===== config.mk =====
export PLATFORM = sky130hd
export DESIGN_NAME = uvs_div
export DESIGN_NICKNAME = d
export VERILOG_FILES = /design/src/design/uvs_pkg.sv /design/src/design/uvs_div.sv
export SDC_FILE = /design/constraint.sdc
export NUM_CORES = 1
export LEC_CHECK = 0
export BUFFER_PORTS_ARGS = -buffer_cell sky130_fd_sc_hd__buf_2
export CAP_MARGIN = 20
export CORE_MARGIN = 10
export CORE_UTILIZATION = 26
export DETAILED_ROUTE_END_ITERATION = 10
export GPL_ROUTABILITY_DRIVEN = 1
export HOLD_SLACK_MARGIN = 0.03
export MAX_ROUTING_LAYER = met4
export PLACE_DENSITY = 0.49
export SLEW_MARGIN = 15
export SYNTH_ARGS = -nofsm -noshare
export SYNTH_HDL_FRONTEND = slang
export SYNTH_SLANG_ARGS = --single-unit

===== constraint.sdc =====
create_clock -name clk -period 2.6 [get_ports clk]
set_input_delay 0.52 -clock clk [delete_from_list [all_inputs] [get_ports clk]]
set_output_delay 0.52 -clock clk [all_outputs]
set_load 0.02 [all_outputs]

===== src/design/uvs_pkg.sv =====
// Shared constants, the quarter-wave sine table builder and a rounding helper.
package uvs_pkg;

  localparam int MAX_SEG      = 256;
  localparam int SEG_W        = 9;
  localparam int SINE_ENTRIES = 1024;
  localparam int ADDR_W       = 10;
  localparam int PHASE_W      = 12;
  localparam int SINE_W       = 15;
  localparam int Q_W          = 17;
  localparam int DIV_STEPS    = Q_W;
  localparam int ONE_Q14      = 16384;
  localparam int CFG_W        = 16;
  localparam int CFG_IDX_W    = 2;

  localparam logic [63:0] PI_Q30   = 64'd3373259426;
  localparam logic [63:0] SINE_DEN = 64'(2 * SINE_ENTRIES);

  // Taylor term divisors (2n)(2n+1) for n = 1..12, entry 0 holds n = 1.
  localparam logic [11:0][9:0] TAYLOR_DEN = {
    10'd600, 10'd506, 10'd420, 10'd342, 10'd272, 10'd210,
    10'd156, 10'd110, 10'd72,  10'd42,  10'd20,  10'd6
  };

  localparam logic [CFG_IDX_W-1:0] CFG_RADIUS = 2'd0;
  localparam logic [CFG_IDX_W-1:0] CFG_SLICES = 2'd1;
  localparam logic [CFG_IDX_W-1:0] CFG_STACKS = 2'd2;

  typedef logic [SINE_W-1:0] sine_rom_t [SINE_ENTRIES];

  // Quarter-wave sine in Q1.14 from a Taylor series evaluated in Q30.
  function automatic sine_rom_t build_sine();
    sine_rom_t   t;
    logic [63:0] x;
    logic [63:0] x2;
    logic [63:0] term;
    logic [63:0] pos;
    logic [63:0] neg;
    logic [63:0] v;
    for (int k = 0; k < SINE_ENTRIES; k++) begin
      x    = (64'(k) * PI_Q30 + SINE_DEN / 64'd2) / SINE_DEN;
      x2   = (x * x) >> 30;
      term = x;
      pos  = x;
      neg  = 64'd0;
      for (int n = 1; n <= 12; n++) begin
        term = ((term * x2) >> 30) / 64'(TAYLOR_DEN[n-1]);
        if ((n % 2) == 1) neg = neg + term;
        else pos = pos + term;
      end
      v = (pos > neg) ? pos - neg : 64'd0;
      v = (v + 64'd32768) >> 16;
      if (v > 64'(ONE_Q14)) v = 64'(ONE_Q14);
      t[k] = SINE_W'(v);
    end
    return t;
  endfunction

  // Shift right with rounding of halves away from zero.
  function automatic logic signed [47:0] round_sh(input logic signed [47:0] v,
                                                  input int sh);
    logic [47:0] mag;
    mag = v[47] ? 48'(-v) : 48'(v);
    mag = (mag + (48'd1 << (sh - 1))) >> sh;
    return v[47] ? -$signed(mag) : $signed(mag);
  endfunction

endpackage


===== src/design/uvs_div.sv =====
// Pipelined restoring divider: (num * 2^16) / den, one quotient bit per stage.
module uvs_div (
  input  logic                       clk,
  input  logic [uvs_pkg::SEG_W-1:0]  num,
  input  logic [uvs_pkg::SEG_W-1:0]  den,
  output logic [uvs_pkg::Q_W-1:0]    quo,
  output logic [uvs_pkg::SEG_W-1:0]  rem
);
  import uvs_pkg::*;

  logic [SEG_W-1:0] p_q [DIV_STEPS];
  logic [SEG_W-1:0] d_q [DIV_STEPS];
  logic [Q_W-1:0]   q_q [DIV_STEPS];
  logic [SEG_W-1:0] p_next [DIV_STEPS];
  logic [SEG_W-1:0] d_next [DIV_STEPS];
  logic [Q_W-1:0]   q_next [DIV_STEPS];

  always_comb begin
    logic [SEG_W:0] t;
    logic           ge;
    ge        = num >= den;
    p_next[0] = ge ? SEG_W'(num - den) : num;
    q_next[0] = Q_W'(ge) << (Q_W - 1);
    d_next[0] = den;
    for (int i = 1; i < DIV_STEPS; i++) begin
      t         = {p_q[i-1], 1'b0};
      ge        = t >= {1'b0, d_q[i-1]};
      p_next[i] = ge ? SEG_W'(t - {1'b0, d_q[i-1]}) : SEG_W'(t);
      q_next[i] = q_q[i-1] | (Q_W'(ge) << (Q_W - 1 - i));
      d_next[i] = d_q[i-1];
    end
  end

  always_ff @(posedge clk) begin
    for (int i = 0; i < DIV_STEPS; i++) begin
      p_q[i] <= p_next[i];
      d_q[i] <= d_next[i];
      q_q[i] <= q_next[i];
    end
  end

  assign quo = q_q[DIV_STEPS-1];
  assign rem = p_q[DIV_STEPS-1];

endmodule


==> impl_metrics.env, run 1 <==
export IMPL_final_cell_mix="dfxtp_1 (450), inv_1 (191), ha_1 (153)"
export IMPL_insertion_delay_ps=600
export IMPL_clockBufferDepth=3
export IMPL_leakagePower_uw=0.00941
export IMPL_cts_tree="done"
export IMPL_synth_nets=1986
export IMPL_cts_sinks=450
export IMPL_finalSetupTns_ps=0
export IMPL_yosysSeqAreaShare=0.507
export IMPL_ir_drop_mv=0.602
export IMPL_use_met2=0.154
export IMPL_clk_pin_slew_worst_paths_ps=60
export IMPL_drv_slew=0
export IMPL_fin_util=0.309
export IMPL_multi_input_area_um2=7930
export IMPL_maxCapViolCount=0
export IMPL_synth_top_flop_cell="dfxtp_1"
export IMPL_synth_area_um2=17800
export IMPL_vias=12200
export IMPL_h_tree_depth=2
export IMPL_final_setup_viol_count=0
export IMPL_critPathArrivalTime_ps=2930
export IMPL_seqPwrFrac=0.360
export IMPL_start_util=0.263
export IMPL_powerDensity_nw_per_um2=1400
export IMPL_grt_use_met3=0.0198
export IMPL_end_kind="flip-flop"
export IMPL_critPathLaunchType="flip-flop"
export IMPL_drt_wirelength_per_cell_um=12.3
export IMPL_syn_inst=1797
export IMPL_drcViolationCount=0
export IMPL_synth_edff_count=0
export IMPL_crit_required_ps=3080
export IMPL_dieArea_um2=79300
export IMPL_grt_pass1_wl_um=59000
export IMPL_antenna_left=0
export IMPL_power_frac_clock=0.241
export IMPL_postCtsSetupRepairBufs=0
export IMPL_ys_ff_latch=450
export IMPL_grt_usage=0.0908
export IMPL_top_usage_layer="met2"
export IMPL_internal_power_uw=18900
export IMPL_layout_drive_gt1_share=0.0938
export IMPL_drt_wl_total_um=34500
export IMPL_postSynth_asyncResetShare=0
export IMPL_diodes=0
export IMPL_ys_top_cells_by_area="dfxtp_1 (51%), ha_1 (11%), inv_1 (4.0%)"
export IMPL_dp_hpwl_um=26100
export IMPL_die_w_um=282
export IMPL_criticalPathCategory="flip-flop to flip-flop"
export IMPL_switchingPower_uw=10300
export IMPL_ys_warn_count=0
export IMPL_synth_top_area_cell="dfxtp_1"
export IMPL_syn_avg_cell_area_um2=9.90
export IMPL_grt_pass1_vias=12600
export IMPL_comb_power_share=0.399
export IMPL_coreArea_um2=67500
export IMPL_drt_first_iter_violations=540
export IMPL_dr_pass1_iters=5
export IMPL_clock_skew_ps=30.6
export IMPL_layout_commonest_cell="dfxtp_1"
export IMPL_hold_class="input pin to flip-flop"
export IMPL_regArea_um2=9010
export IMPL_fillers=6909
export IMPL_cts_buffers=49
export IMPL_grt_max_degree=18
export IMPL_row_count=95
export IMPL_syn2layout_area_growth_pct=17.5
export IMPL_ios=45
export IMPL_cp_max_fo=10
export IMPL_rsz0062_at_grt="false"
export IMPL_status="complete, no violations"
export IMPL_use_met1=0.102
export IMPL_slew_headroom=0.630
export IMPL_portBuffers=44
export IMPL_fin_crit_ps=2450
export IMPL_synth_top_area_share=0.507
export IMPL_vias_per_cell=4.35
export IMPL_nets=2091
export IMPL_synthDistinctLibCells=44
export IMPL_period_share=0.941
export IMPL_cts_root_buf="clkbuf_16"
export IMPL_switching_share=0.354
export IMPL_clock_fmax_ghz=0.409
export IMPL_grt_overflow=0
export IMPL_tightest_slew_ps=556
export IMPL_gp_congestion=0.835
export IMPL_antenna_found_initial=0
export IMPL_finalHoldViolCount=0
export IMPL_die_y_um=282
cell families after synthesis:
family,after synthesis,share of synthesized area
XOR/XNOR,83,0.0409
flip-flops,450,0.507
AND/OR/NAND/NOR,462,0.119
adder cells (fa/ha/maj),170,0.127
multiplexers,29,0.0180
buffers and inverters,213,0.0478
AO/OA/AOI/OAI,390,0.141
routing by layer:
metal,vias up,routed length (um)
met1,5593,15500
met5,-,0
met2,185,16400
met4,0,1150
met3,85,1380
li1,6375,-
power groups by stage:
stage	Combinational (uW)	Clock (uW)	Sequential, uW
floorplan	9000	0	10500
global placement	11400	0	10700
detailed placement	11700	0	10700
CTS	11700	7390	10600
global route	13300	7670	10800
finish	11700	7060	10500
area by class of cell:
cell class,count,share of cell area
Sequential cell,450,0.431
Tap cell,873,0.0523
Clock inverter,15,0.00988
Timing Repair Buffer,76,0.0228
Multi-Input combinational cell,1134,0.380
Clock buffer,74,0.0700
Inverter,191,0.0343
through the flow:
stage / std cells / instance area [um^2] / power [uW] / worst slack, ps / hold WS (ps)
global placement: 2718 / 19200 / 22100 / 184 / 311
floorplan: 1797 / 17800 / 19500 / 388 / 310
detailed placement: 2718 / 19200 / 22400 / 134 / 312
global route: 2813 / 20900 / 31800 / 19.1 / 45.9
finish: 2813 / 20900 / 29200 / 154 / 81.8
CTS: 2813 / 20900 / 29700 / 111 / 32.6
worst max-delay path, cell delays in order (launching register included):
cell	delay (ps)
dfxtp_1	340
inv_1	50
ha_1	330
nor2b_1	160
o31a_1	260
o21ai_2	160
nand2_2	120
o31ai_4	500
mux2_2	410
timing repair:
item,CTS,global route
hold buffers,6,0
endpoints found under the setup margin,0,11
hold endpoints to repair,6,0
gates resized for setup,0,1
cell usage after synthesis (4+ instances only):
cell type  count
a21o_1        28
a21oi_1       69
a221o_1       16
a31oi_1       29
a41o_1        13
and3_1        13
buf_2         13
buf_4          9
dfxtp_1      450
fa_1          17
ha_1         153
inv_1        191
mux2_2        24
mux2i_1        5
nand2_1      144
nand2b_1      15
nand3_1       32
nand3b_1       4
nor2_1       133
nor2b_1       48
nor3_1        52
o21a_1        22
o21ai_0      121
o21ai_1       13
o22ai_1       27
o31a_1         5
o31ai_1       13
o41ai_1       16
or4_1         11
xnor2_1       27
xor2_1        56
registers in the layout, indices dropped and copies added, names as in the netlist:
name	flops
p_q	153
d_q	144
q_q	153
worst paths after layout:
path	startpoint	slack, ps	endpoint	cells past startpoint
setup reg to reg	d_q[0][56]	150	p_q[0][69]	8
setup / recovery	d_q[0][56]	150	p_q[0][69]	8
hold reg to reg	q_q[0][148]	310	q_q[0][165]	0
hold / removal	den[7]	80	d_q[0][7]	1
(Power assumes the default switching activity.)
==> run 2: changes to the inputs <==
- SETUP_SLACK_MARGIN: unset -> 0.4
==> run 2 against run 1 <==
Clock power up 7.5%. Largest cell class unchanged. Worst setup slack better by 320 ps. Sequential share of layout area shrank 1.3 points. Critical path type unchanged. Clock skew fell by 18 ps. Largest power group unchanged. Wire length grew 3.6%. Combinational power increased by 9%. Register-to-register slack gained 320 ps. Sequential cell count unchanged. Highest routed layer unchanged.
==> impl_metrics.env, run 2 (same netlist as run 1, synthesis figures left out) <==
export IMPL_status="complete, no violations"
export IMPL_drt_first_iter_violations=494
export IMPL_rsz0062_at_grt="true"
export IMPL_seqPwrFrac=0.342
export IMPL_leakagePower_uw=0.00964
export IMPL_drt_wl_total_um=35700
export IMPL_cts_tree="done"
export IMPL_start_util=0.263
export IMPL_comb_power_share=0.413
export IMPL_antenna_found_initial=0
export IMPL_end_kind="flip-flop"
export IMPL_vias_per_cell=4.40
export IMPL_critPathArrivalTime_ps=2620
export IMPL_gp_congestion=0.829
export IMPL_drt_wirelength_per_cell_um=12.6
export IMPL_cts_sinks=450
export IMPL_row_count=95
export IMPL_diodes=0
export IMPL_hold_path_cell_count=1
export IMPL_clock_skew_ps=12.7
export IMPL_nets=2117
export IMPL_period_share=0.818
export IMPL_fin_crit_ps=2130
export IMPL_drcViolationCount=0
export IMPL_coreArea_um2=67500
export IMPL_switchingPower_uw=10900
export IMPL_grt_usage=0.0936
export IMPL_r2r_start="d_q[0][56]"
export IMPL_vias=12500
export IMPL_min_to="d_q[0][1]"
export IMPL_dpl_cell_area_um2=19100
export IMPL_hold_class="input pin to flip-flop"
export IMPL_slew_headroom=0.636
export IMPL_ir_drop_mv=0.519
export IMPL_grt_max_degree=18
export IMPL_largestRegisters="p_q x153, q_q x153, d_q x144"
export IMPL_h_tree_depth=2
export IMPL_final_cell_mix="dfxtp_1 (443), inv_1 (189), ha_1 (145)"
export IMPL_power_frac_clock=0.245
export IMPL_clk_pin_slew_worst_paths_ps=60
export IMPL_powerDensity_nw_per_um2=1430
export IMPL_hp_start="den[1]"
export IMPL_grt_pass1_wl_um=60900
export IMPL_critPathLaunchType="flip-flop"
export IMPL_syn2layout_area_growth_pct=21.2
export IMPL_grt_pass1_vias=12800
export IMPL_r2r_end="p_q[0][66]"
export IMPL_tightest_slew_ps=538
export IMPL_dp_hpwl_um=26300
export IMPL_layout_drive_gt1_share=0.137
export IMPL_final_cell_area_um2=21600
export IMPL_portBuffers=44
export IMPL_cts_buffers=51
export IMPL_internal_power_uw=20000
export IMPL_criticalPathCategory="flip-flop to flip-flop"
export IMPL_fillers=6874
export IMPL_insertion_delay_ps=600
export IMPL_grt_overflow=0
export IMPL_clock_fmax_ghz=0.470
export IMPL_fin_util=0.319
export IMPL_r2r_setup_slack_ps=470
export IMPL_finalSetupTns_ps=0
export IMPL_layout_commonest_cell="dfxtp_1"
export IMPL_dieArea_um2=79300
export IMPL_cp_max_fo=5
export IMPL_antenna_left=0
export IMPL_ios=45
export IMPL_maxCapViolCount=0
export IMPL_clockBufferDepth=3
export IMPL_reg2reg_depth=9
export IMPL_finalHoldViolCount=0
export IMPL_crit_required_ps=3090
export IMPL_final_setup_viol_count=0
export IMPL_finalPower_uw=30900
export IMPL_drv_slew=0
export IMPL_dr_pass1_iters=5
export IMPL_die_y_um=282
export IMPL_hold_slack_ps=90.4
export IMPL_switching_share=0.352
export IMPL_cts_root_buf="clkbuf_16"
export IMPL_die_w_um=282
==> run 2: changes by cell type in the layout (fill, tap and decap cells not counted), sizes merged <==
cell / change
dlygate4sd3: +2
inv: +2
clkbuf: -1
buf: +22
bufinv: +4
==> run 2: routing by layer <==
metal | global-route usage | routed length, um
met5 | - | 0
met3 | 0.0185 | 1350
met4 | 0.0391 | 1250
met2 | 0.163 | 17400
met1 | 0.104 | 15700
==> run 2: worst max-delay path, stage by stage, from the launching register on <==
cell and delay (ps):
dfxtp_2 330, inv_2 40, ha_4 210, nor2b_2 150, o31a_1 310, o21ai_2 180, nand2_2 110, o31ai_4 230
buf_6 170, mux2_4 290
==> run 2: worst max path at each step <==
stage                           start           to  slack [ps]
after CTS                  d_q[0][47]   p_q[0][62]         400
after global routing      d_q[0][101]  p_q[0][114]         380
final                      d_q[0][56]   p_q[0][66]         470
after floorplan                num[0]    p_q[0][8]         420
after detailed placement       num[0]    p_q[0][8]         170
after global placement         num[0]    p_q[0][8]         190
==> run 2: power by group through the flow <==
stage	clock (uW)	sequential, uW	combinational (uW)
after floorplan	0	10500	9000
after global placement	0	10700	11300
after detailed placement	0	10700	11600
after CTS	7910	10600	12200
after global routing	8160	10900	14400
final	7590	10600	12800
==> run 2: through the flow <==
step                setup WS, ps  std cells
floorplan                    417       1797
global placement             189       2714
detailed placement           165       2714
CTS                          404       2828
global route                 380       2842
finish                       472       2842
==> run 2: what timing repair did <==
action / 4_1_cts / 5_1_grt
buffers inserted: 12 / 14
gates resized for setup: 25 / 53
setup endpoints to repair: 86 / 135
endpoints found under the hold margin: 8 / 0
hold buffers: 8 / 0
pin swaps: 8 / 21
==> run 2: cell type report <==
type / instances / area (um^2) / area share
Clock buffer: 73 / 1460 / 0.0677
Clock inverter: 21 / 344 / 0.0160
Inverter: 191 / 717 / 0.0333
Multi-Input combinational cell: 1134 / 8220 / 0.381
Sequential cell: 450 / 9020 / 0.418
Tap cell: 873 / 1090 / 0.0507
Timing Repair Buffer: 100 / 707 / 0.0328
==> run 3: changes to the inputs <==
- PLACE_DENSITY: 0.49 -> 0.5
- clock period: 2.6 -> 1.8 ns (I/O delays scaled with it)
==> run 3 against run 2 <==
Sequential share of layout area shrank 7.9 points. Wire length rose by 13%. The run now ends with setup timing left. Fmax rose by 1.7%. Sequential cell count did not move. Count of clock-buffer cells in the layout fell by 6. Largest power group unchanged. Die area unchanged. Total power is 86% higher. Final cell count grew 8.1%. Worst setup slack lost 760 ps. Largest cell class is now multi-input gates. Non-clock buffer count increased by 234. Clock skew increased by 18 ps. Critical path type unchanged.
==> impl_metrics.env, run 3 (same netlist as run 1, synthesis figures left out) <==
export IMPL_status="complete, but fails checks"
export IMPL_violations="setup timing"
export IMPL_path_cells="inv_2 > ha_4 > nor2b_4 > o31a_1 > o21ai_2 > nand2_2 > o31ai_4 > buf_4 > mux2_4"
export IMPL_grt_max_degree=17
export IMPL_r2r_end="p_q[0][132]"
export IMPL_grt_pass1_wl_um=66800
export IMPL_dr_pass1_iters=5
export IMPL_cts_sinks=450
export IMPL_r2r_setup_slack_ps=-290
export IMPL_final_cell_mix="dfxtp_1 (355), buf_4 (212), inv_1 (128)"
export IMPL_layout_commonest_cell="dfxtp_1"
export IMPL_slew_headroom=0.684
export IMPL_end_kind="flip-flop"
export IMPL_use_met2=0.184
export IMPL_path_delay_family="compound AO/OA/AOI/OAI gates"
export IMPL_portBuffers=44
export IMPL_dieArea_um2=79300
export IMPL_grt_overflow=0
export IMPL_rsz0062_at_grt="true"
export IMPL_leakagePower_uw=0.0116
export IMPL_antenna_left=0
export IMPL_finalSetupTns_ps=-9960
export IMPL_layout_drive_gt1_share=0.455
export IMPL_grt_pass1_vias=14100
export IMPL_fin_crit_ps=2090
export IMPL_hold_path_cell_count=2
export IMPL_drcViolationCount=0
export IMPL_path_buf_inv=2
export IMPL_syn2layout_area_growth_pct=52.2
export IMPL_cpPeakStageDelay_ps=330
export IMPL_grt_use_met3=0.0179
export IMPL_cts_root_buf="clkbuf_16"
export IMPL_diodes=0
export IMPL_row_count=95
export IMPL_powerDensity_nw_per_um2=2120
export IMPL_insertion_delay_ps=600
export IMPL_dp_hpwl_um=28800
export IMPL_finalHoldViolCount=0
export IMPL_drt_wirelength_per_cell_um=13.2
export IMPL_drv_slew=0
export IMPL_fin_ws_ps=-292
export IMPL_criticalPathCategory="flip-flop to flip-flop"
export IMPL_vias_per_cell=4.43
export IMPL_nets=2350
export IMPL_die_w_um=282
export IMPL_largestRegisters="p_q x153, q_q x153, d_q x144"
export IMPL_instances_no_fill=3072
export IMPL_tightest_slew_ps=472
export IMPL_slowest_stage="dfxtp_2"
export IMPL_final_setup_viol_count=114
export IMPL_coreArea_um2=67500
export IMPL_crit_required_ps=2280
export IMPL_dp_cells=2906
export IMPL_ios=45
export IMPL_ir_drop_mv=0.916
export IMPL_cts_buffers=50
export IMPL_clock_fmax_ghz=0.478
export IMPL_hold_class="input pin to flip-flop"
export IMPL_clock_skew_ps=31.2
export IMPL_cp_max_fo=3
export IMPL_top_usage_layer="met2"
export IMPL_hp_start="num[5]"
export IMPL_clk_pin_slew_worst_paths_ps=60
export IMPL_critPathLaunchType="flip-flop"
export IMPL_start_util=0.263
export IMPL_drt_wl_total_um=40400
export IMPL_critPathArrivalTime_ps=2570
export IMPL_period_share=1.16
export IMPL_maxCapViolCount=0
export IMPL_die_y_um=282
export IMPL_crit_path_start="d_q[0][119]"
export IMPL_gp_congestion=0.803
export IMPL_cts_tree="done"
export IMPL_hold_slack_ps=66.2
export IMPL_h_tree_depth=2
export IMPL_drt_first_iter_violations=414
export IMPL_antenna_found_initial=0
export IMPL_r2r_start="d_q[0][119]"
export IMPL_grt_usage=0.103
export IMPL_min_to="p_q[0][5]"
export IMPL_reg2reg_depth=9
export IMPL_vias=13600
export IMPL_use_met1=0.114
export IMPL_clockBufferDepth=3
## run 3: cell count changes in the layout (fill, tap and decap cells not counted), sizes merged
cell and change:
dlygate4sd3 +3, inv -2, buf +224, clkinv +5, clkinvlp -1, clkbuf +1
## run 3: how the worst max path moves through the flow
stage                        to  slack, ps  depth (start not counted)
CTS                 p_q[0][132]       -300                          9
global route        p_q[0][133]       -370                          9
finish              p_q[0][132]       -290                          9
detailed placement    p_q[0][8]       -470                         10
floorplan            p_q[0][65]       -310                          8
global placement      p_q[0][8]       -440                         10
## run 3: through the flow
stage | setup WS, ps | util | power, uW | instance area [um^2]
finish | -292 | 0.401 | 57500 | 27100
floorplan | -308 | - | 32200 | 19500
global placement | -440 | 0.331 | 38300 | 22400
CTS | -298 | 0.386 | 55200 | 26000
detailed placement | -469 | 0.331 | 38800 | 22400
global route | -373 | 0.401 | 61400 | 27100
## run 3: repair_timing
| action | in CTS | in global routing |
|---|---|---|
| hold endpoints to repair | 10 | 1 |
| cloned | 11 | 2 |
| resized for setup | 365 | 187 |
| hold buffers | 10 | 1 |
| pin swaps | 135 | 89 |
| endpoints found under the setup margin | 195 | 195 |
| setup buffers | 29 | 23 |
## run 3: power by group
group          internal [uW]  switching (uW)
registers              13900            2100
clock network           6720            4130
logic                  15900           14800
## run 3: area by class of cell
cell class	instances	area [um^2]
Clock buffer	67	1430
Clock inverter	23	358
Fill cell	6422	40400
Inverter	191	742
Multi-Input combinational cell	1134	11100
Sequential cell	450	9190
Tap cell	873	1090
Timing Repair Buffer	334	3150
## run 3: routing by layer
layer	share of wire	wire length, um	vias up
li1	-	-	6895
met1	0.44	17600	6477
met2	0.51	20500	149
met3	0.031	1240	84
met4	0.027	1090	0
met5	0	0	-
